$ cat src/design/slca_pkg.sv
// ----------------------------------------------------------------------------
// slca_pkg
// Shared types and codes of the sticky least-loaded core assigner.
// ----------------------------------------------------------------------------
package slca_pkg;

  localparam int ID_W = 22;

  localparam logic [1:0] KIND_ENQ  = 2'd0;
  localparam logic [1:0] KIND_PROC = 2'd1;
  localparam logic [1:0] KIND_THR  = 2'd2;

  localparam logic [1:0] ROUTE_LOCAL  = 2'd0;
  localparam logic [1:0] ROUTE_FIXED  = 2'd1;
  localparam logic [1:0] ROUTE_ASSIGN = 2'd2;
  localparam logic [1:0] ROUTE_WRITE  = 2'd3;

  localparam logic [1:0] REG_FIXED_MODE = 2'd0;
  localparam logic [1:0] REG_FIXED_CORE = 2'd1;
  localparam logic [1:0] REG_SLICE_MULT = 2'd2;

  localparam logic [30:0] LOAD_MAX = 31'h7fffffff;

  typedef struct packed {
    logic [1:0]      kind;
    logic [ID_W-1:0] thread_id;
    logic [ID_W-1:0] group_id;
    logic [7:0]      flag_value;
    logic            flag_keep;
  } item_t;

  typedef struct packed {
    logic [1:0]  route;
    logic [1:0]  target_core;
    logic [15:0] slice_scale;
    logic        at_head;
    logic        id_out_of_range;
  } result_t;

  // decoded request handed from front to back
  typedef struct packed {
    item_t item;
    logic  tid_ok;
    logic  gid_ok;
  } job_t;

endpackage

$ cat src/design/slca_front.sv
// ----------------------------------------------------------------------------
// slca_front
// Accepts requests, checks ids against the table depth, two-entry queue.
// ----------------------------------------------------------------------------
module slca_front #(
  parameter int TABLE_DEPTH = 8192
) (
  input  logic               clk,
  input  logic               rst,
  input  logic               push,
  output logic               full,
  input  slca_pkg::item_t    item,
  output logic               job_valid,
  output slca_pkg::job_t     job,
  input  logic               job_take
);

  localparam logic [slca_pkg::ID_W-1:0] DEPTH_L = slca_pkg::ID_W'(TABLE_DEPTH);

  slca_pkg::job_t slots [2];
  logic [1:0]     count;
  logic           wr_ptr;
  logic           rd_ptr;
  slca_pkg::job_t decoded;
  logic           do_push;

  always_comb begin
    decoded.item   = item;
    decoded.tid_ok = item.thread_id < DEPTH_L;
    decoded.gid_ok = item.group_id < DEPTH_L;
  end

  assign full      = count == 2'd2;
  assign do_push   = push && !full;
  assign job_valid = count != 2'd0;
  assign job       = slots[rd_ptr];

  always_ff @(posedge clk) begin
    if (do_push) begin
      slots[wr_ptr] <= decoded;
    end
  end

  always_ff @(posedge clk) begin
    if (rst) begin
      count  <= 2'd0;
      wr_ptr <= 1'b0;
      rd_ptr <= 1'b0;
    end else begin
      if (do_push) begin
        wr_ptr <= !wr_ptr;
      end
      if (job_take) begin
        rd_ptr <= !rd_ptr;
      end
      count <= count + 2'(do_push) - 2'(job_take);
    end
  end

endmodule

$ cat config.mk
export PLATFORM = sky130hd
export DESIGN_NAME = slca_front
export DESIGN_NICKNAME = d
export VERILOG_FILES = /design/src/design/slca_pkg.sv /design/src/design/slca_front.sv
export SDC_FILE = /design/constraint.sdc
export NUM_CORES = 1
export LEC_CHECK = 0
export ABC_AREA = 1
export ABC_CLOCK_PERIOD_IN_PS = 4300
export BUFFER_PORTS_ARGS = -buffer_cell sky130_fd_sc_hd__buf_2
export CAP_MARGIN = 0
export CORE_AREA = 2 2 118 120
export CTS_CLUSTER_DIAMETER = 80
export DETAILED_ROUTE_END_ITERATION = 8
export DIE_AREA = 0 0 120 122
export PLACE_DENSITY = 0.62
export SETUP_SLACK_MARGIN = 0.02
export SKIP_LAST_GASP = 1
export SYNTH_ARGS = -nofsm -noshare
export SYNTH_HDL_FRONTEND = slang
export SYNTH_SLANG_ARGS = --single-unit
$ cat constraint.sdc
create_clock -name clk -period 4.3 [get_ports clk]
set_clock_uncertainty 0.1 [all_clocks]
set_input_delay 1.075 -clock clk [delete_from_list [all_inputs] [get_ports clk]]
set_output_delay 1.075 -clock clk [all_outputs]
set_load 0.05 [all_outputs]
Word-level counts from Yosys, hierarchy flattened. Memories as Yosys holds them, arrays and structs flattened. A register that Yosys moved wholly into a read port is not among the register bits. Cells that the tools add are included.

Register bits: 4. Bits in writable memories: 114. Input port bits: 59. Output and inout bits: 59. Logic and storage cells: 18. Memories kept: 1.

$add $sub $neg: 2. $lt $le $gt $ge: 2. Equality and inequality tests: 1. Muxes and demuxes: 4. Reduce and logical (&&, ||, !) cells: 5.

Memories: slots (depth 2, bits a word 57, read ports 1, clocked after memory_dff 1, wr ports 1, line slca_front.sv:20) `slca_pkg::job_t slots [2];`.

Operators with widths (number): $lt 22x14->1 const B (2); $mux 1 (4); $logic_not 1->1 (3); $add 2x1->2 (1); $eq 2x2->1 const B (1); $reduce_bool 2->1 (1); $sub 2x1->2 (1); $logic_and 1x1->1 (1).

Logic depth before layout (Yosys ltp). Gate-level depths: netlist (run 1).

Depth in word-level cells: 5. Gate-level depth with buffers: 9. Mapped depth without buffers: 9.

Worst setup path before layout (run 1). OpenSTA, ideal clock, no wires.

Path type: input to register. Start: input push. End: memory slots[0][0] in the netlist's numbering, enable pin. Library setup time: 0.472 ns. Arrival: 3.529 ns. Required time: 3.728 ns. Setup slack: 0.199 ns. Stages: 2. Path buffers: 0. Path through: nand2_1 -> nor2_1.

Cells in the longest elaborated chain, start to end: 3.

Ends and longest elaborated chain: from (decl) (line slca_front.sv:10) `input logic push,`; $logic_and 1x1->1 (line slca_front.sv:34) `assign do_push = push && !full;`; $mux 1 (line slca_front.sv:39) `if (do_push) begin`; $mux 1 (implied by the code) (line slca_front.sv:40) `slots[wr_ptr] <= decoded;`; to (decl) (line slca_front.sv:20).

Every way passes these cells.

==> flow_summary.json, run 1 <==
{
  "status": "finished, final reports clean",
  "worstPathRequired_ns": 3.12,
  "drive_gt1_share_pct": 53.2,
  "critPathMaxFanout": 57,
  "holdBufCountCts": 0,
  "setup-violations-final": 0,
  "tritoncts": "built",
  "io_buffers": 117,
  "critPathMaxStageDelay_ns": 0.97,
  "hp-class": "reg2reg",
  "insertion_delay_ns": 0.41,
  "power_mw": 3.58,
  "worstMarginPinSlew_ns": 0.956,
  "layout.nets": 436,
  "synth_ff_type": "edfxtp_1",
  "htree_levels": 4,
  "die_w_um": 120,
  "critical_path_class": "reg2out",
  "diodes": 0,
  "antenna_found_initial": 1,
  "postCtsSetupRepairBufs": 0,
  "grt_max_degree": 58,
  "drt_iter0_drc": 108,
  "timing.hold.ws_ns": 0.429,
  "slew_viol_final": 0,
  "clkSlewWorstSetupHoldPaths_ns": 0.05,
  "fin_crit_sh_pct": 75.0,
  "coreArea_um2": 13500,
  "fp.dieH_um": 122,
  "synth.distinct_cells": 13,
  "setup_tns_ns": 0,
  "cts_buffer_depth": 2,
  "ir_drop_v": 0.000264,
  "place_congestion": 0.697,
  "yosysMostFrequentCell": "edfxtp_1",
  "syn_avg_cell_area_um2": 18.9,
  "final_hold_viol_count": 0,
  "seq_area_frac_synth_pct": 76.8,
  "postCtsResizedCells": 0,
  "synth_top_area_share_pct": 74.7,
  "hpwl_um": 5150,
  "grt_pass1_wl_um": 12600,
  "fmax_ghz": 0.310,
  "drt_wl_total_um": 7980,
  "yosys_register_bits": 119,
  "root_buffer": "clkbuf_16",
  "yosys_warnings": 0,
  "min_period_ns": 3.22,
  "drt-pass1-iter-count": 4,
  "vias": 2418,
  "drc": 0,
  "wire_per_inst_um": 14.1,
  "drtAntennaViolNets": 0,
  "rsz0062_at_grt": "no",
  "grt_pass1_vias": 2559,
  "dieArea_um2": 14600,
  "grt.total_usage_pct": 11.8,
  "slew-limit-headroom_pct": 36.3,
  "synth_area_leader_cell": "edfxtp_1",
  "cp.arrival_ns": 2.05,
  "startpoint_type": "flip-flop",
  "synthTopCellsByCount": "edfxtp_1, mux2_4, mux2_2",
  "synthTopCellsByArea": "edfxtp_1, mux2_4, mux2_2",
  "synth_edf_count": 114,
  "grt.overflow.total": 0,
  "netlist_instances": 242,
  "rows": 43,
  "crit_chain": "mux2_2 -> buf_2",
  "cpMaxStageDelayCell": "dfxtp_4",
  "pwr_density_cell_nw_per_um2": 594,
  "ioPinCount": 118,
  "synth_nets": 303,
  "max_cap_viol_count": 0,
  "cts_buffers": 17,
  "initial_utilization_pct": 34.0,
  "area.growth.synth_to_final_pct": 31.5,
  "vias_per_cell": 4.26,
  "cellLeakagePower_nw": 2.43,
  "clock-sinks": 119,
  "synth_area_um2": 4590,
  "end_kind": "output port",
  "ys_async_sr_fraction_pct": 0
}
## path summary, 6_finish.rpt
kind | startpoint | to | slack [ns] | cells after the start
worst max-delay path | flip-flop | job[1] | 1.08 | 2
worst min-delay path | rd_ptr$_SDFFE_PP0P_ | flip-flop | 0.43 | 2
worst max register to register | count[0]$_SDFF_PP0_ | slots[0][40]$_DFFE_PP_ | 2.23 | 5
worst min register to register | rd_ptr$_SDFFE_PP0P_ | flip-flop | 0.43 | 2
## flip-flops by register name, indices dropped and copies added, names as in the netlist, named ones only
register  flops
slots       114
count         2
rd_ptr        1
wr_ptr        1
## layout make-up
| class | count | area, µm² |
|---|---|---|
| Timing Repair Buffer | 120 | 621 |
| Sequential cell | 119 | 3530 |
| Tap cell | 180 | 225 |
| Clock inverter | 10 | 201 |
| Multi-Input combinational cell | 93 | 925 |
| Clock buffer | 21 | 440 |
| Inverter | 24 | 90.1 |
| Fill cell | 1233 | 7470 |
## layer usage
metal | global-route usage [%] | wire, µm
met1 | 12.9 | 3230
met2 | 18.9 | 4080
met3 | 6.65 | 557
met4 | 4.85 | 98
met5 | 0 | 16
## power by group
part / leakage, nW / switching [mW] / total [mW] / internal [mW]
clock network: 0.309 / 0.463 / 1.54 / 1.08
logic: 1.02 / 0.416 / 0.599 / 0.183
registers: 1.11 / 0.0498 / 1.44 / 1.39
## kinds of logic (layout without fill, tap and decap cells)
family	after synthesis	in the layout	share of synthesized area (%)
AOI/OAI and AO/OA	2	2	0.218
and+or+nand+nor	31	31	2.59
buffers and inverters	30	175	3.17
xor gates and xnor gates	1	1	0.191
adders and majority gates	2	2	0.546
muxes	57	57	16.5
DFF	119	119	76.8
## metrics by stage
step / util (%) / setup WS (ns) / cell area (µm²) / cells
floorplan: - / 0.199 / 4590 / 242
global placement: 39.9 / 1.47 / 5390 / 536
detailed placement: 39.9 / 1.46 / 5390 / 536
CTS: 44.6 / 1.01 / 6030 / 567
global route: 44.6 / 0.939 / 6030 / 567
finish: 44.6 / 1.08 / 6030 / 567
## cells in the final DEF (no fill, tap or decap), drive strengths merged
cell,count
mux2,57
edfxtp,114
clkbuf,21
a21oi,2
bufinv,6
nor2,12
nand2,17
dfxtp,5
xnor2,1
clkinvlp,1
clkinv,3
nand3,2
inv,24
buf,120
ha,2
## critical path: cells and delay by family, from the launching register on
family | cells | cell delay (ns)
buf+inv | 1 | 0.21
flops | 1 | 0.97
mux | 1 | 0.42
(Power assumes the default switching activity.)
==> run 2, diff against run 1 <==
--- a/config.mk
+++ b/config.mk
@@ -6,7 +6,7 @@
 export NUM_CORES = 1
 export LEC_CHECK = 0
 export ABC_AREA = 1
-export ABC_CLOCK_PERIOD_IN_PS = 4300
+export ABC_CLOCK_PERIOD_IN_PS = 2950
 export BUFFER_PORTS_ARGS = -buffer_cell sky130_fd_sc_hd__buf_2
 export CAP_MARGIN = 0
 export CORE_AREA = 2 2 118 120
==> constraint.sdc (replaced) <==
create_clock -name clk -period 2.95 [get_ports clk]
set_clock_uncertainty 0.1 [all_clocks]
set_input_delay 0.7375 -clock clk [delete_from_list [all_inputs] [get_ports clk]]
set_output_delay 0.7375 -clock clk [all_outputs]
set_load 0.05 [all_outputs]
==> run 2 against run 1 <==
Critical path type unchanged. Total power increased by 35%. Largest power group is now registers. First-iteration DRC count increased by 26%. Worst setup slack got worse by 0.75 ns.
==> flow_summary.json, run 2 (synthesis results as in run 1) <==
{
  "status": "finished, final reports clean",
  "power_mw": 4.82,
  "cp.arrival_ns": 1.79,
  "largest_reg_flops": 114,
  "place_congestion": 0.688,
  "postCtsResizedCells": 0,
  "coreArea_um2": 13500,
  "layout.nets": 439,
  "reg.largest.list": "slots (114), count (2)",
  "dpl.cell_count": 539,
  "initial_utilization_pct": 34.0,
  "fmax_ghz": 0.381,
  "n_fill_cell": 1243,
  "worstPathRequired_ns": 2.11,
  "dieArea_um2": 14600,
  "critPathMaxFanout": 16,
  "reg2reg_from": "count[0]$_SDFF_PP0_",
  "finalNonFillerCells": 571,
  "end_kind": "output port",
  "fp.dieH_um": 122,
  "fin_crit_sh_pct": 88.9,
  "holdBufCountCts": 0,
  "r2r_slack_ns": 1.35,
  "pwr_density_cell_nw_per_um2": 809,
  "max_cap_viol_count": 0,
  "antenna_found_initial": 0,
  "ioPinCount": 118,
  "critPathMaxStageDelay_ns": 0.45,
  "ir_drop_v": 0.000450,
  "clock-sinks": 119,
  "hp-class": "in2reg",
  "grt_pass1_vias": 2520,
  "cpMaxStageDelayCell": "dfxtp_4",
  "regMostFlops": "slots",
  "root_buffer": "clkbuf_16",
  "vias": 2431,
  "slew_viol_final": 0,
  "drt-pass1-iter-count": 4,
  "io_buffers": 117,
  "drt_iter0_drc": 136,
  "htree_levels": 4,
  "drc": 0,
  "grt.total_usage_pct": 11.7,
  "final_hold_viol_count": 0,
  "combPwrFrac_pct": 18.8,
  "power.internal_mw": 3.44,
  "hpwl_um": 5440,
  "reg2regPathDepth": 5,
  "setup_tns_ns": 0,
  "cts_buffer_depth": 2,
  "drtAntennaViolNets": 0,
  "utilization_pct": 44.1,
  "final_cell_mix": "buf_2, edfxtp_1, mux2_4",
  "rows": 43,
  "power.switching_mw": 1.38,
  "hold_path_end": "slots[0][19]$_DFFE_PP_",
  "postCtsSetupRepairBufs": 0,
  "area.growth.synth_to_final_pct": 29.8,
  "drt_wl_total_um": 8220,
  "drive_gt1_share_pct": 54.2,
  "setup-violations-final": 0,
  "cellLeakagePower_nw": 2.39,
  "r2r-end": "slots[0][51]$_DFFE_PP_",
  "startpoint_type": "flip-flop",
  "min_period_ns": 2.62,
  "worstMarginPinSlew_ns": 0.446,
  "switching_share_pct": 28.6,
  "critPathTopFamily": "buffers and inverters",
  "vias_per_cell": 4.26,
  "rsz0062_at_grt": "no",
  "tritoncts": "built",
  "clkSlewWorstSetupHoldPaths_ns": 0.05,
  "hp-start": "item[17]",
  "wire_per_inst_um": 14.4,
  "insertion_delay_ns": 0.41,
  "multi_input_area_um2": 925,
  "cts_buffers": 17,
  "diodes": 0,
  "critical_path_class": "reg2out",
  "regArea_um2": 3530,
  "die_w_um": 120,
  "pwr-share-seq_pct": 43.0,
  "path_buf_inv": 2,
  "grt_max_degree": 32,
  "slew-limit-headroom_pct": 70.3,
  "final_common_cell": "buf_2",
  "grt_pass1_wl_um": 12300,
  "crit_chain": "buf_4 -> mux2_2 -> buf_2",
  "grt.overflow.total": 0,
  "hold_depth": 1,
  "pwr-share-clk_pct": 38.2
}
-- run 2: power by group through the flow --
stage          clock network, mW  registers (mW)  logic [mW]
2_1_floorplan                  0            2.09       0.713
3_3_place_gp                   0            2.10       0.908
3_5_place_dp                   0            2.11       0.916
4_1_cts                     1.91            2.07       0.918
5_1_grt                     1.99            2.08       0.960
6_report                    1.84            2.07       0.904
-- run 2: worst register-to-register path: stages (launching register included) --
cell and delay [ns]:
dfxtp_1 0.32, inv_1 0.05, nand2_1 0.11, nand2_1 0.13
nor2_4 0.11, buf_4 0.39
-- run 2: metal layers --
layer / vias to the layer above / part of all wire (%) / global-route usage (%)
li1: 1169 / - / -
met1: 1165 / 39 / 12.2
met2: 86 / 52 / 19.7
met3: 11 / 7.7 / 5.99
met4: 0 / 1.5 / 5.07
met5: - / 0 / 0
-- run 2: metrics by stage --
| step | worst slack [ns] | hold slack, ns | cell area [µm²] |
|---|---|---|---|
| 3_5_place_dp | 0.720 | 0.451 | 5410 |
| 2_1_floorplan | 0.138 | 0.380 | 4590 |
| 5_1_grt | 0.241 | 0.392 | 5950 |
| 6_report | 0.326 | 0.418 | 5950 |
| 4_1_cts | 0.269 | 0.393 | 5950 |
| 3_3_place_gp | 0.738 | 0.397 | 5410 |
-- run 2: worst max-delay path by stage --
stage                   start                    end  depth (start not counted)
global placement    flip-flop                job[56]                          3
CTS                 flip-flop                job[56]                          3
finish              flip-flop                job[56]                          3
floorplan                push  slots[0][0]$_DFFE_PP_                          2
global route        flip-flop                job[56]                          3
detailed placement  flip-flop                job[56]                          3
-- run 2: layout make-up --
cell class | count | area share (%)
Clock buffer | 19 | 7.27
Clock inverter | 13 | 1.83
Inverter | 24 | 1.51
Multi-Input combinational cell | 93 | 15.5
Sequential cell | 119 | 59.3
Tap cell | 180 | 3.78
Timing Repair Buffer | 123 | 10.8
==> run 3, diff against run 2 <==
--- a/config.mk
+++ b/config.mk
@@ -9,11 +9,12 @@
 export ABC_CLOCK_PERIOD_IN_PS = 2950
 export BUFFER_PORTS_ARGS = -buffer_cell sky130_fd_sc_hd__buf_2
 export CAP_MARGIN = 0
-export CORE_AREA = 2 2 118 120
+export CORE_AREA = 2 2 165 86
 export CTS_CLUSTER_DIAMETER = 80
 export DETAILED_ROUTE_END_ITERATION = 8
-export DIE_AREA = 0 0 120 122
+export DIE_AREA = 0 0 167 88
 export PLACE_DENSITY = 0.62
+export REMOVE_ABC_BUFFERS = 1
 export SETUP_SLACK_MARGIN = 0.02
 export SKIP_LAST_GASP = 1
 export SYNTH_ARGS = -nofsm -noshare
==> run 3 against run 2 <==
Clock power grew 11%. Register-to-register slack got worse by 0.06 ns. Fmax up 2.8%. Critical path type unchanged. Flip-flop and latch count did not move. Critical endpoint is now job[1]. Largest cell class unchanged. Final cell count decreased by 1.1%. Die area increased by 0.38%. Sequential share of layout area shrank 0.38 points. Worst setup slack better by 0.072 ns.
==> flow_summary.json, run 3 (synthesis results as in run 1) <==
{
  "critPathMaxFanout": 57,
  "insertion_delay_ns": 0.40,
  "vias_per_cell": 4.27,
  "final_cell_mix": "buf_2, edfxtp_1, mux2_4",
  "io_buffers": 117,
  "pwr_density_cell_nw_per_um2": 840,
  "reg2regPathDepth": 5,
  "regArea_um2": 3530,
  "drt-pass1-iter-count": 4,
  "cellLeakagePower_nw": 2.42,
  "critical_path_class": "reg2out",
  "setup_tns_ns": 0,
  "power.internal_mw": 3.62,
  "clock-sinks": 119,
  "wire_per_inst_um": 15.3,
  "r2r-end": "slots[1][53]$_DFFE_PP_",
  "power.switching_mw": 1.41,
  "root_buffer": "clkbuf_16",
  "utilization_pct": 45.2,
  "reg.largest.list": "slots (114), count (2)",
  "rows": 30,
  "pwr-share-seq_pct": 41.0,
  "antenna_found_initial": 1,
  "multi_input_area_um2": 925,
  "clkSlewWorstSetupHoldPaths_ns": 0.06,
  "final_common_cell": "buf_2",
  "n_fill_cell": 1179,
  "hp-class": "in2reg",
  "grt_max_degree": 58,
  "end_kind": "output port",
  "largest_reg_flops": 114,
  "place_congestion": 0.748,
  "diodes": 0,
  "reg2reg_from": "count[0]$_SDFF_PP0_",
  "worstMarginPinSlew_ns": 0.530,
  "cts_buffer_depth": 2,
  "min_period_ns": 2.55,
  "crit_chain": "buf_12 -> mux2_2 -> buf_2",
  "cp.arrival_ns": 1.71,
  "drc": 0,
  "cpMaxStageDelayCell": "mux2_2",
  "setup-violations-final": 0,
  "r2r_slack_ns": 1.29,
  "die_w_um": 167,
  "max_cap_viol_count": 0,
  "hpwl_um": 5490,
  "vias": 2412,
  "initial_utilization_pct": 34.6,
  "slew_viol_final": 0,
  "htree_levels": 4,
  "drt_iter0_drc": 100,
  "endpoint": "job[1]",
  "coreArea_um2": 13300,
  "grt.overflow.total": 0,
  "grt_pass1_vias": 2493,
  "postCtsSetupRepairBufs": 0,
  "startpoint_type": "flip-flop",
  "drtAntennaViolNets": 0,
  "area.growth.synth_to_final_pct": 30.6,
  "slew-limit-headroom_pct": 64.7,
  "rsz0062_at_grt": "no",
  "worstPathRequired_ns": 2.11,
  "holdBufCountCts": 0,
  "status": "finished, final reports clean",
  "ir_drop_v": 0.000347,
  "drt_wl_total_um": 8660,
  "dieArea_um2": 14700,
  "combPwrFrac_pct": 18.4,
  "pwr-share-clk_pct": 40.6,
  "layout.nets": 437,
  "cts_buffers": 17,
  "postCtsResizedCells": 0,
  "ioPinCount": 118,
  "fin_crit_sh_pct": 86.5,
  "switching_share_pct": 28.1,
  "tritoncts": "built",
  "fp.dieH_um": 88,
  "grt.total_usage_pct": 12.5,
  "critPathMaxStageDelay_ns": 0.38,
  "drive_gt1_share_pct": 54.0,
  "final_hold_viol_count": 0,
  "regMostFlops": "slots",
  "fmax_ghz": 0.392,
  "grt_pass1_wl_um": 13300
}
## run 3: cell types whose count changed in the layout (fill, tap and decap cells not counted), sizes merged
cell	previous run	this run
buf	123	121
inv	24	25
clkinvlp	5	2
bufinv	1	3
## run 3: through the flow
stage	area (µm²)	std cells	hold WS (ns)	power (mW)	setup WS (ns)
after global routing	5990	565	0.391	5.24	0.315
after detailed placement	5400	533	0.404	3.03	0.808
after CTS	5990	565	0.399	5.10	0.359
final	5990	565	0.414	5.03	0.398
after global placement	5400	533	0.398	3.02	0.813
after floorplan	4530	236	0.375	2.80	-0.814
## run 3: critical path, delay by kind of cell, from the launching register on
| family | cells | cell delay [ns] |
|---|---|---|
| buffers and inverters | 2 | 0.53 |
| DFF | 1 | 0.35 |
| muxes | 1 | 0.38 |
## run 3: cell type report
| type | count | area share, % |
|---|---|---|
| Sequential cell | 119 | 58.9 |
| Multi-Input combinational cell | 93 | 15.4 |
| Clock buffer | 19 | 7.23 |
| Timing Repair Buffer | 121 | 10.7 |
| Inverter | 24 | 1.50 |
| Tap cell | 176 | 3.68 |
| Clock inverter | 13 | 2.59 |
## run 3: how the worst min path moves through the flow
| stage | start | end | slack [ns] | cells after the start |
|---|---|---|---|---|
| 6_report | item[39] | slots[0][41]$_DFFE_PP_ | 0.41 | 1 |
| 3_5_place_dp | rd_ptr$_SDFFE_PP0P_ | rd_ptr$_SDFFE_PP0P_ | 0.40 | 2 |
| 2_1_floorplan | wr_ptr$_SDFFE_PP0P_ | wr_ptr$_SDFFE_PP0P_ | 0.37 | 2 |
| 5_1_grt | item[18] | slots[1][20]$_DFFE_PP_ | 0.39 | 1 |
| 4_1_cts | item[39] | slots[0][41]$_DFFE_PP_ | 0.40 | 1 |
| 3_3_place_gp | rd_ptr$_SDFFE_PP0P_ | rd_ptr$_SDFFE_PP0P_ | 0.40 | 2 |
## run 3: power by group through the flow
stage          combinational [mW]  sequential [mW]  clock (mW)
2_1_floorplan               0.680             2.12           0
3_3_place_gp                0.925             2.09           0
3_5_place_dp                0.936             2.10           0
4_1_cts                     0.940             2.06        2.09
5_1_grt                     0.980             2.07        2.18
6_report                    0.928             2.06        2.04
## run 3: routing by layer
| layer | wire, µm | up-vias | global-route usage, % |
|---|---|---|---|
| met1 | 4260 | 1146 | 16.2 |
| met5 | 13 | - | 0 |
| met2 | 3620 | 93 | 18.1 |
| met4 | 91 | 2 | 4.94 |
| met3 | 674 | 12 | 6.01 |
| li1 | - | 1159 | - |
