[src/design/slca_pkg.sv]
// ----------------------------------------------------------------------------
// slca_pkg
// Shared types and codes of the sticky least-loaded core assigner.
// ----------------------------------------------------------------------------
package slca_pkg;

  localparam int ID_W = 22;

  localparam logic [1:0] KIND_ENQ  = 2'd0;
  localparam logic [1:0] KIND_PROC = 2'd1;
  localparam logic [1:0] KIND_THR  = 2'd2;

  localparam logic [1:0] ROUTE_LOCAL  = 2'd0;
  localparam logic [1:0] ROUTE_FIXED  = 2'd1;
  localparam logic [1:0] ROUTE_ASSIGN = 2'd2;
  localparam logic [1:0] ROUTE_WRITE  = 2'd3;

  localparam logic [1:0] REG_FIXED_MODE = 2'd0;
  localparam logic [1:0] REG_FIXED_CORE = 2'd1;
  localparam logic [1:0] REG_SLICE_MULT = 2'd2;

  localparam logic [30:0] LOAD_MAX = 31'h7fffffff;

  typedef struct packed {
    logic [1:0]      kind;
    logic [ID_W-1:0] thread_id;
    logic [ID_W-1:0] group_id;
    logic [7:0]      flag_value;
    logic            flag_keep;
  } item_t;

  typedef struct packed {
    logic [1:0]  route;
    logic [1:0]  target_core;
    logic [15:0] slice_scale;
    logic        at_head;
    logic        id_out_of_range;
  } result_t;

  // decoded request handed from front to back
  typedef struct packed {
    item_t item;
    logic  tid_ok;
    logic  gid_ok;
  } job_t;

endpackage

[src/design/slca_outq.sv]
// ----------------------------------------------------------------------------
// slca_outq
// Two-entry result queue between the sequencer and the consumer.
// ----------------------------------------------------------------------------
module slca_outq (
  input  logic                clk,
  input  logic                rst,
  input  logic                res_valid,
  input  slca_pkg::result_t   res,
  output logic                room,
  output logic                empty,
  input  logic                pop,
  output slca_pkg::result_t   result
);

  slca_pkg::result_t slots [2];
  logic [1:0]        count;
  logic              wr_ptr;
  logic              rd_ptr;
  logic              do_pop;

  assign empty  = count == 2'd0;
  assign room   = count != 2'd2;
  assign do_pop = pop && !empty;
  assign result = slots[rd_ptr];

  always_ff @(posedge clk) begin
    if (res_valid) begin
      slots[wr_ptr] <= res;
    end
  end

  always_ff @(posedge clk) begin
    if (rst) begin
      count  <= 2'd0;
      wr_ptr <= 1'b0;
      rd_ptr <= 1'b0;
    end else begin
      if (res_valid) begin
        wr_ptr <= !wr_ptr;
      end
      if (do_pop) begin
        rd_ptr <= !rd_ptr;
      end
      count <= count + 2'(res_valid) - 2'(do_pop);
    end
  end

endmodule

[config.mk]
export PLATFORM = sky130hd
export DESIGN_NAME = slca_outq
export DESIGN_NICKNAME = d
export VERILOG_FILES = /design/src/design/slca_pkg.sv /design/src/design/slca_outq.sv
export SDC_FILE = /design/constraint.sdc
export NUM_CORES = 1
export LEC_CHECK = 0
export BUFFER_PORTS_ARGS = -buffer_cell sky130_fd_sc_hd__buf_2
export CAP_MARGIN = 40
export CORE_MARGIN = 1.5
export CORE_UTILIZATION = 40
export DETAILED_ROUTE_END_ITERATION = 10
export PLACE_DENSITY = 0.65
export SLEW_MARGIN = 0
export SYNTH_ARGS = -nofsm -noshare
export SYNTH_HDL_FRONTEND = slang
export SYNTH_SLANG_ARGS = --single-unit
[constraint.sdc]
create_clock -name clk -period 5.16 [get_ports clk]
set_input_delay 0.774 -clock clk [delete_from_list [all_inputs] [get_ports clk]]
set_output_delay 0.774 -clock clk [all_outputs]
set_load 0.1 [all_outputs]
* Yosys cells after proc, flatten, opt, wreduce, memory -nomap -nowiden
Memories as Yosys holds them, arrays and structs flattened. A register that Yosys moved wholly into a read port is not among the register bits.
Index checks and enable logic that the tools add are counted.
** Storage, ports and cells
- Bits in registers :: 4
- RAM bits :: 44
- Logic and storage cells :: 16
- Memories kept :: 1
** Memory list
- slots :: words 2, width 22, rd ports 1, clocked after memory_dff 1, write ports 1, line slca_outq.sv:16 : slca_pkg::result_t slots [2];
** Operators by class
- $add $sub $neg :: 2
- Equality and inequality tests :: 1
- Mux-type cells :: 4
- Reduce and logical (&&, ||, !) cells :: 5
** Operators by type and width (count)
- two-way mux 1 bit :: 4
- logical NOT 1 bit :: 3
- adder 2 x 1 -> 2 bit :: 1
- logical NOT 2 bit :: 1
- inequality test 2 bit (second input constant) :: 1
- subtractor 2 x 1 -> 2 bit :: 1
- logical AND 1 bit :: 1

* Depth between registers and ports, before layout
Gate-level depths: netlist (run 1).
- Depth in word-level cells :: 5
- Mapped depth :: 6
- Mapped depth without buffers :: 6

* Worst setup path before layout (run 1)
No wires, ideal clock.
- Path type :: flip-flop to output port
- From :: register count[1]
- To :: output empty
- Arrival :: 1.595 ns
- Data required time :: 4.386 ns
- Path slack :: 2.791 ns
- Stages on the path, launching flop included :: 2
- Path buffers :: 0
- Cells stage by stage :: dfxtp_1 nor2_1
** On the way
- Cells in the longest elaborated chain, start to end :: 1
** RTL lines
- start, declared :: line slca_outq.sv:17 : logic [1:0] count;
- start signal, assigned :: line slca_outq.sv:45 : count <= count + 2'(res_valid) - 2'(do_pop);
- logical NOT 2 bit :: line slca_outq.sv:22 : assign empty = count == 2'd0;
- end, declared :: line slca_outq.sv:11 : output logic empty,
No other way between the ends.

==> metrics.md, run 1 <==
| Metric | Value |
|---|---|
| Sequential share of power | `39.6%` |
| Core area | `4350 um^2` |
| Buffers inserted during post-CTS setup optimization | `0` |
| Clock transition at path regs | `0.08 ns` |
| Total global routing track utilization | `12.5%` |
| Outcome | `finished clean` |
| Setup TNS after final layout | `0 ns` |
| Yosys synthesis warning count | `0` |
| Total CTS buffers | `5` |
| Most frequent standard cell in the layout excluding fill and tap cells | `buf_2` |
| Leading post-synthesis cells by cell area | `edfxtp_1 73%, mux2_2 15%, dfxtp_1 5.5%` |
| Number of antenna violations at the first check in global routing | `0` |
| CTS HTree Levels | `2` |
| Hold violation total from the final report | `0` |
| Fillcell total | `356` |
| Final setup skew | `0.00518 ns` |
| Drt first-iter violations | `58` |
| Internal | `0.685 mW` |
| Residual overflow from global routing | `0` |
| Footprint of the flip-flops and latches | `1420 um^2` |
| Worst vdd ir | `0.506 mV` |
| Antenna diode count | `0` |
| Die span in y | `70.5 um` |
| WP buf/inv | `2` |
| Cell accounting for the most synthesized area | `edfxtp_1` |
| Kind of end point of the critical path | `primary output` |
| Routability cong. | `0.640` |
| Die outline width | `70.5 um` |
| Via density per instance | `4.68` |
| Clock tree from TritonCTS | `yes` |
| Type of the worst setup path | `flop to primary output` |
| Per-cell routed wire length | `14.4 um` |
| Initial core utilization | `41.8%` |
| Cts hold-fix bufs | `0` |
| Share of power burned in the clock network | `16.8%` |
| Most used cells in the layout excluding fill and tap cells | `49 x buf_2, 44 x edfxtp_1, 24 x mux2_2` |
| Post-synthesis instance area | `1820 um^2` |
| Clk sinks | `49` |
| Portion of the post-synthesis area used by sequential elements | `78.0%` |
| Clock latency on the worst-skew pair | `0.29 ns` |
| Ordered list of cells on the worst path | `buf_8, mux2_2, buf_2` |
| Hold Worst Slack | `0.562 ns` |
| Share of layout cells above drive strength 1 | `55.7%` |
| Fraction of post-synthesis cell area in the top cell type by area | `72.5%` |
| Syn Area/Cell | `20.0 um^2` |
| Register bit total from synthesis | `49` |
| Critical path peak fanout | `12` |
| Time the final worst path needs with I/O delays and setup | `2.57 ns` |
| Worst slew slack as a fraction of its limit | `66.1%` |
| Number of resized instances in the post-cts repair step | `0` |
| Logic pwr share | `43.6%` |
| Io pins | `50` |
| Final setup violating endpoints | `0` |
| Total number of nets in the final design | `176` |
| Area overhead of the layout relative to synthesis | `23.3%` |
| Launch point of the worst hold path | `wr_ptr$_SDFFE_PP0P_` |
| Vias after detailed routing | `941` |
| Highest cell delay on the worst timing path | `0.64 ns` |
| Die Footprint | `4970 um^2` |
| Slew @ Worst Pin | `0.509 ns` |
| Wire length of the first global-routing pass | `4610 um` |
| Maxcap violations | `0` |
| Multi-input gate area in the final layout | `380 um^2` |
| Kind of launch point of the worst setup path | `flop` |
| Gate family responsible for the most delay along the worst path | `flip-flops` |
| Aggregate routed wire length | `2890 um` |
| Psw | `0.558 mW` |
| Power Density | `554 nW/um^2` |
| Number of nets produced by synthesis | `119` |
| Pleak | `0.862 nW` |
| CP Data Arrival Time | `1.80 ns` |
| Total number of placement rows | `24` |
| Slowest stage cell on the critical path | `dfxtp_1` |
| First-pass iteration count of the detailed router | `4` |
| Number of distinct library cells after synthesis | `13` |
| Post-detailed-route count of antenna-violating nets | `0` |
| Dpl hpwl | `2050 um` |
| CTS root buf | `clkbuf_8` |
| Worst Path Required | `4.39 ns` |
| Net switching fraction of the power | `44.9%` |
| Pin count of the biggest net entering global routing | `16` |
| Period utilisation layout | `49.9%` |
| RSZ-0062 raised after global routing | `no` |
| Worst min-delay path category | `flop to flop` |
| Top achievable clock speed | `0.388 GHz` |
| Count of input and output buffers | `49` |
| Deepest clock path buffer count | `2` |
| Startpoint of the worst-slack reg-to-reg timing path | `count[1]$_SDFF_PP0_` |
| Final routed DRC violation total | `0` |
| Final Max Slew Viols | `0` |
| Via count of the first global-routing pass | `990` |
| Number of standard cells after synthesis | `91` |
## power groups by stage
stage          logic (mW)  clock network [mW]  registers [mW]
5_1_grt             0.562               0.234           0.499
3_3_place_gp        0.518                   0           0.511
2_1_floorplan       0.476                   0           0.491
3_5_place_dp        0.546                   0           0.504
6_report            0.542               0.208           0.493
4_1_cts             0.547               0.218           0.494
## worst paths after layout
path | end | slack, ns | cells after the start
hold / removal | wr_ptr$_SDFFE_PP0P_ | 0.56 | 2
hold reg to reg | wr_ptr$_SDFFE_PP0P_ | 0.56 | 2
setup reg to reg | count[1]$_SDFF_PP0_ | 3.74 | 6
setup / recovery | result[20] | 2.59 | 3
## stage by stage
| step | instances | utilization, % | power (mW) | instance area [um^2] | setup slack (ns) |
|---|---|---|---|---|---|
| 2_1_floorplan | 91 | - | 0.967 | 1820 | 2.79 |
| 3_3_place_gp | 190 | 48.7 | 1.03 | 2120 | 2.66 |
| 3_5_place_dp | 193 | 49.7 | 1.05 | 2160 | 2.84 |
| 4_1_cts | 201 | 51.6 | 1.26 | 2250 | 2.52 |
| 5_1_grt | 201 | 51.6 | 1.30 | 2250 | 2.47 |
| 6_report | 201 | 51.6 | 1.24 | 2250 | 2.59 |
## flip-flops by register name, summed over array words and instances, names as in the netlist, named ones only
signal,cells
slots,44
count,2
rd_ptr,1
wr_ptr,1
## logic make-up (layout without fill, tap and decap cells)
kind of cell,count (synthesis),in the layout,share of synthesized area [%]
flip-flops,49,49,78.0
multiplexers,24,24,14.8
AND/OR/NAND/NOR,9,9,2.40
buffers and inverters,4,62,1.24
adder cells (fa/ha/maj),2,2,1.37
XOR/XNOR,2,2,1.72
AO/OA/AOI/OAI,1,1,0.412
## Yosys cell counts, drive strengths merged
library cell / n
and2: 1
buf: 2
dfxtp: 5
edfxtp: 44
ha: 2
inv: 2
mux2: 24
nand2: 1
nor2: 4
nor2b: 3
o21a: 1
xnor2: 1
xnor3: 1
## cell type report
type	count	share of cell area [%]
clock buffers	5	3.06
clock inverters	3	0.557
inverters	2	0.334
repair buffers	52	12.9
multi-input cells	38	16.9
flip-flops and latches	49	63.3
well taps	52	2.90
## layer usage
layer	wire [um]	vias up	track usage, %	share of wire [%]
met5	0	-	0	0
met4	60	0	5.77	2.1
met3	194	7	5.34	6.7
met2	1400	29	19.6	48
met1	1230	447	14.7	43
li1	-	458	-	-
## tightest hold or removal path: cells and delay by family (launching register included)
family	cells	cell delay [ns]
flops	1	0.38
xor+xnor	1	0.09
simple gates	1	0.07
(Power assumes the default switching activity.)
==> run 2: changes to the inputs <==
--- a/config.mk
+++ b/config.mk
@@ -5,6 +5,7 @@
 export SDC_FILE = /design/constraint.sdc
 export NUM_CORES = 1
 export LEC_CHECK = 0
+export ABC_AREA = 1
 export BUFFER_PORTS_ARGS = -buffer_cell sky130_fd_sc_hd__buf_2
 export CAP_MARGIN = 40
 export CORE_MARGIN = 1.5
==> constraint.sdc (replaced) <==
create_clock -name clk -period 2.4 [get_ports clk]
set_input_delay 0.36 -clock clk [delete_from_list [all_inputs] [get_ports clk]]
set_output_delay 0.36 -clock clk [all_outputs]
set_load 0.1 [all_outputs]
==> metrics.md, run 2 <==
| Metric | Value |
|---|---|
| Most used cells in the layout excluding fill and tap cells | `49 x buf_2, 44 x edfxtp_1, 22 x mux2_2` |
| Critical path peak fanout | `13` |
| CTS HTree Levels | `2` |
| Most frequent standard cell in the layout excluding fill and tap cells | `buf_2` |
| Period utilisation layout | `87.9%` |
| Footprint of the flip-flops and latches | `1420 um^2` |
| Count of input and output buffers | `49` |
| Ordered list of cells on the worst path | `buf_12, mux2_2, buf_2` |
| Share of power burned in the clock network | `17.6%` |
| Slowest stage cell on the critical path | `dfxtp_1` |
| Final setup violating endpoints | `0` |
| Hold violation total from the final report | `0` |
| Clock transition at path regs | `0.09 ns` |
| Number of standard cells after synthesis | `104` |
| Final setup skew | `0.00595 ns` |
| Kind of launch point of the worst setup path | `flop` |
| Clock tree from TritonCTS | `yes` |
| Register bit total from synthesis | `49` |
| Post-detailed-route count of antenna-violating nets | `0` |
| Total number of placement rows | `24` |
| Slew @ Worst Pin | `0.493 ns` |
| Pin count of the biggest net entering global routing | `23` |
| Registers with the highest flip-flop counts | `slots (44), count (2)` |
| Total met2 wirelength after detailed routing | `1470 um` |
| Metal-1 WL | `1300 um` |
| Initial core utilization | `41.8%` |
| Internal | `1.43 mW` |
| Highest cell delay on the worst timing path | `0.62 ns` |
| Die outline width | `70.7 um` |
| Final Max Slew Viols | `0` |
| Cts hold-fix bufs | `0` |
| Number of synthesized flops with an enable pin | `44` |
| Clk sinks | `49` |
| CTS root buf | `clkbuf_8` |
| Total number of nets in the final design | `189` |
| Launch point of the worst hold path | `rst` |
| Fraction of post-synthesis cell area in the top cell type by area | `72.2%` |
| Residual overflow from global routing | `0` |
| Via density per instance | `4.65` |
| Kind of end point of the critical path | `primary output` |
| Antenna diode count | `0` |
| Clock latency on the worst-skew pair | `0.29 ns` |
| Outcome | `finished clean` |
| Setup TNS after final layout | `0 ns` |
| Aggregate routed wire length | `2980 um` |
| Top achievable clock speed | `0.474 GHz` |
| Total CTS buffers | `5` |
| Ranking of synthesized cells by instance count | `44 x edfxtp_1, 22 x mux2_2, 9 x inv_1, 9 x nor2_1, 7 x nand2_1` |
| CP Data Arrival Time | `1.75 ns` |
| Number of distinct library cells after synthesis | `11` |
| Psw | `1.19 mW` |
| Gate family responsible for the most delay along the worst path | `flip-flops` |
| Core area | `4380 um^2` |
| Die span in y | `70.7 um` |
| Largest register by flop count | `slots` |
| Worst vdd ir | `0.661 mV` |
| Worst Path Required | `2.04 ns` |
| Via count of the first global-routing pass | `1080` |
| Highest metal layer with signal wires | `met4` |
| Number of antenna violations at the first check in global routing | `0` |
| Area overhead of the layout relative to synthesis | `22.6%` |
| Multi-input gate area in the final layout | `358 um^2` |
| RSZ-0062 raised after global routing | `no` |
| Routed length on met3 | `195 um` |
| Time the final worst path needs with I/O delays and setup | `2.11 ns` |
| Routability cong. | `0.696` |
| Io pins | `50` |
| Leading post-synthesis cells by cell area | `edfxtp_1 72%, mux2_2 14%, dfxtp_1 5.5%` |
| First-pass iteration count of the detailed router | `2` |
| Number of resized instances in the post-cts repair step | `0` |
| Buffers inserted during post-CTS setup optimization | `0` |
| Worst min-delay path category | `input port to flop` |
| Per-cell routed wire length | `13.9 um` |
| Wire length of the first global-routing pass | `4870 um` |
| Yosys synthesis warning count | `0` |
| Logic pwr share | `42.5%` |
| Sequential share of power | `39.9%` |
| Flip-flop count of the largest register after layout | `44` |
| Startpoint of the worst-slack reg-to-reg timing path | `count[1]$_SDFF_PP0_` |
| Syn Area/Cell | `17.6 um^2` |
| Portion of the post-synthesis area used by sequential elements | `77.6%` |
| Final Total Pwr | `2.62 mW` |
| Number of nets produced by synthesis | `132` |
| Die Footprint | `4990 um^2` |
| Number of standard cells in the final layout excluding fillers | `214` |
| Post-synthesis instance area | `1830 um^2` |
| Cell accounting for the most synthesized area | `edfxtp_1` |
| Total global routing track utilization | `12.4%` |
| Leading cell type by number of instances after synthesis | `edfxtp_1` |
| Net switching fraction of the power | `45.3%` |
| Type of the worst setup path | `flop to primary output` |
| Final routed DRC violation total | `0` |
| Fillcell total | `379` |
| WP buf/inv | `2` |
| Worst slew slack as a fraction of its limit | `67.4%` |
| Drt first-iter violations | `54` |
| Maxcap violations | `0` |
| Power Density | `1170 nW/um^2` |
| Deepest clock path buffer count | `2` |
| Placed insts | `206` |
| Vias after detailed routing | `996` |
| Dpl hpwl | `2140 um` |
| Synth async-reset ratio | `0%` |
| Pleak | `0.891 nW` |
| Share of layout cells above drive strength 1 | `51.9%` |
| Leading register cell type out of synthesis | `edfxtp_1` |
==> run 2: cell count changes after synthesis, moves of 2 or more <==
| cell | change |
|---|---|
| nand2_1 | +6 |
| nor2_1 | +5 |
| inv_1 | +7 |
| nor2b_1 | -3 |
| buf_4 | -2 |
| nand3_1 | +2 |
| mux2_2 | -2 |
| buf_6 | +2 |
==> run 2: power groups by stage <==
stage | registers, mW | clock network (mW) | logic [mW]
after detailed placement | 1.07 | 0 | 1.12
after global placement | 1.06 | 0 | 1.10
after global routing | 1.05 | 0.508 | 1.17
final | 1.05 | 0.460 | 1.11
after CTS | 1.05 | 0.475 | 1.12
after floorplan | 1.05 | 0 | 0.970
==> run 2: through the flow <==
step                      util, %  instance area [um^2]  setup slack, ns  hold slack [ns]
after floorplan                 -                  1830            0.235            0.431
after global placement       49.2                  2160            0.615            0.491
after detailed placement     49.2                  2160            0.587            0.494
after CTS                    51.2                  2240            0.249            0.243
after global routing         51.2                  2240            0.206            0.240
final                        51.2                  2240            0.290            0.252
==> run 2: cell families (layout without fill, tap and decap cells) <==
kind of cell,Yosys count,count (layout),share of synthesized area [%]
AOI/OAI and AO/OA,1,1,0.273
adders and majority gates,2,2,1.37
buffers and inverters,11,69,3.08
DFF,49,49,77.6
muxes,22,22,13.5
and+or+nand+nor,19,19,4.10
==> run 2: path summary, 6_finish.rpt <==
kind | slack [ns] | cells after the start | end
worst min register to register | 0.54 | 2 | rd_ptr$_SDFFE_PP0P_
worst max-delay path | 0.29 | 3 | result[1]
worst min-delay path | 0.25 | 2 | count[0]$_SDFF_PP0_
worst max register to register | 0.90 | 9 | count[1]$_SDFF_PP0_
==> run 2: final cells by class <==
| cell class | instances | share of cell area (%) |
|---|---|---|
| repair buffers | 52 | 12.5 |
| well taps | 52 | 2.90 |
| clock buffers | 5 | 3.07 |
| clock inverters | 3 | 0.780 |
| flip-flops and latches | 49 | 63.3 |
| inverters | 9 | 1.51 |
| multi-input cells | 44 | 15.9 |
==> run 2: metal layers <==
metal  vias to the layer above  track usage [%]
li1                        489                -
met3                         2             4.56
met5                         -                0
met1                       474             15.0
met4                         0             3.98
met2                        31             21.0
==> run 3: changes to the inputs <==
==> constraint.sdc (replaced) <==
create_clock -name clk -period 2.4 [get_ports clk]
set_input_delay 0 -clock clk [delete_from_list [all_inputs] [get_ports clk]]
set_output_delay 0 -clock clk [all_outputs]
set_load 0.1 [all_outputs]
==> metrics.md, run 3 (same netlist as run 2, synthesis figures left out) <==
| Metric | Value |
|---|---|
| Outcome | `finished clean` |
| Top achievable clock speed | `0.576 GHz` |
| Area overhead of the layout relative to synthesis | `35.3%` |
| Wire length of the first global-routing pass | `5100 um` |
| Dpl hpwl | `2110 um` |
| Highest cell delay on the worst timing path | `0.46 ns` |
| Deepest clock path buffer count | `2` |
| Via density per instance | `4.51` |
| Worst Path Required | `2.40 ns` |
| Hold Worst Slack | `0.0277 ns` |
| Setup TNS after final layout | `0 ns` |
| Clock latency on the worst-skew pair | `0.28 ns` |
| Via count of the first global-routing pass | `1122` |
| Die Footprint | `4990 um^2` |
| Most frequent standard cell in the layout excluding fill and tap cells | `buf_2` |
| Worst vdd ir | `1.07 mV` |
| Core area | `4380 um^2` |
| FF-to-FF setup slack | `0.91 ns` |
| Antenna diode count | `0` |
| CP Data Arrival Time | `1.74 ns` |
| Registers with the highest flip-flop counts | `slots (44), count (2)` |
| CTS HTree Levels | `2` |
| Maxcap violations | `0` |
| Pleak | `0.986 nW` |
| Routability cong. | `0.743` |
| Initial core utilization | `41.8%` |
| Vias after detailed routing | `1070` |
| Count of input and output buffers | `49` |
| Period utilisation layout | `72.4%` |
| Clk sinks | `49` |
| Time the final worst path needs with I/O delays and setup | `1.74 ns` |
| Critical path peak fanout | `17` |
| Io pins | `50` |
| Flip-flop count of the largest register after layout | `44` |
| Post-detailed-route count of antenna-violating nets | `0` |
| Slowest stage cell on the critical path | `dfxtp_1` |
| Pin count of the biggest net entering global routing | `23` |
| Largest register by flop count | `slots` |
| Total number of placement rows | `24` |
| Slew @ Worst Pin | `0.489 ns` |
| Die outline width | `70.7 um` |
| Most used cells in the layout excluding fill and tap cells | `49 x buf_2, 44 x edfxtp_1, 23 x dlygate4sd3_1` |
| Total CTS buffers | `5` |
| Worst min-delay path category | `input port to flop` |
| Total global routing track utilization | `13.1%` |
| Drt first-iter violations | `75` |
| Cts hold-fix bufs | `23` |
| Ordered list of cells on the worst path | `buf_4, mux2_2, buf_2` |
| RSZ-0062 raised after global routing | `no` |
| Kind of launch point of the worst setup path | `flop` |
| Worst slew slack as a fraction of its limit | `67.6%` |
| Number of resized instances in the post-cts repair step | `0` |
| First-pass iteration count of the detailed router | `4` |
| Type of the worst setup path | `flop to primary output` |
| Total number of nets in the final design | `212` |
| Final Max Slew Viols | `0` |
| Power Density | `1060 nW/um^2` |
| Hold violation total from the final report | `0` |
| Number of antenna violations at the first check in global routing | `0` |
| Final setup skew | `0.00540 ns` |
| Die span in y | `70.7 um` |
| Clock tree from TritonCTS | `yes` |
| Aggregate routed wire length | `3110 um` |
| Residual overflow from global routing | `0` |
| Buffers inserted during post-CTS setup optimization | `0` |
| Share of layout cells above drive strength 1 | `43.8%` |
| Final setup violating endpoints | `0` |
| Kind of end point of the critical path | `primary output` |
| Final routed DRC violation total | `0` |
| Clock transition at path regs | `0.08 ns` |
| CTS root buf | `clkbuf_8` |
| Per-cell routed wire length | `13.1 um` |
run 3: changes by cell type in the layout (fill, tap and decap cells not counted):
cell / before / now
clkinv_2: 2 / 0
buf_12: 1 / 0
clkbuf_1: 0 / 2
clkinvlp_4: 1 / 0
clkinv_1: 0 / 1
buf_16: 0 / 1
dlygate4sd3_1: 0 / 23
run 3: layout make-up:
| class | count | area [um^2] |
|---|---|---|
| flip-flops and latches | 49 | 1420 |
| multi-input cells | 44 | 358 |
| clock inverters | 1 | 3.75 |
| clock buffers | 7 | 76.3 |
| well taps | 52 | 65.1 |
| inverters | 9 | 33.8 |
| fillers | 372 | 1910 |
| repair buffers | 75 | 518 |
run 3: worst max-delay path: cells and delay by family (launching register included):
kind	cells	cell delay [ns]
muxes	1	0.38
buffers and inverters	2	0.60
DFF	1	0.46
run 3: routing by layer:
| layer | share of wire, % | GRT usage (%) |
|---|---|---|
| met5 | 0 | 0 |
| met1 | 44 | 16.1 |
| met2 | 51 | 23.1 |
| met4 | 0.35 | 2.52 |
| met3 | 4.8 | 3.99 |
run 3: path summary, 6_finish.rpt:
path / start / end / cells past startpoint
worst max register to register: count[1]$_SDFF_PP0_ / count[1]$_SDFF_PP0_ / 10
worst max-delay path: flop / result[19] / 3
worst min-delay path: res_valid / wr_ptr$_SDFFE_PP0P_ / 3
worst min register to register: rd_ptr$_SDFFE_PP0P_ / rd_ptr$_SDFFE_PP0P_ / 2
run 3: through the flow:
| stage | instances | instance area (um^2) | total power [mW] | utilization [%] | worst slack [ns] |
|---|---|---|---|---|---|
| 6_report | 237 | 2480 | 2.62 | 56.5 | 0.663 |
| 5_1_grt | 237 | 2480 | 2.74 | 56.5 | 0.583 |
| 4_1_cts | 237 | 2480 | 2.65 | 56.5 | 0.630 |
| 3_5_place_dp | 206 | 2170 | 2.18 | 49.4 | 0.924 |
| 3_3_place_gp | 205 | 2140 | 2.14 | 48.8 | 0.954 |
| 2_1_floorplan | 104 | 1830 | 2.02 | - | 0.235 |
run 3: where the power goes:
group / switching, mW / internal (mW) / total (mW) / leakage, nW
Combinational: 0.897 / 0.246 / 1.14 / 0.492
Sequential: 0.0362 / 1.00 / 1.04 / 0.454
Clock: 0.233 / 0.203 / 0.436 / 0.0399
Total: 1.17 / 1.45 / 2.62 / 0.986
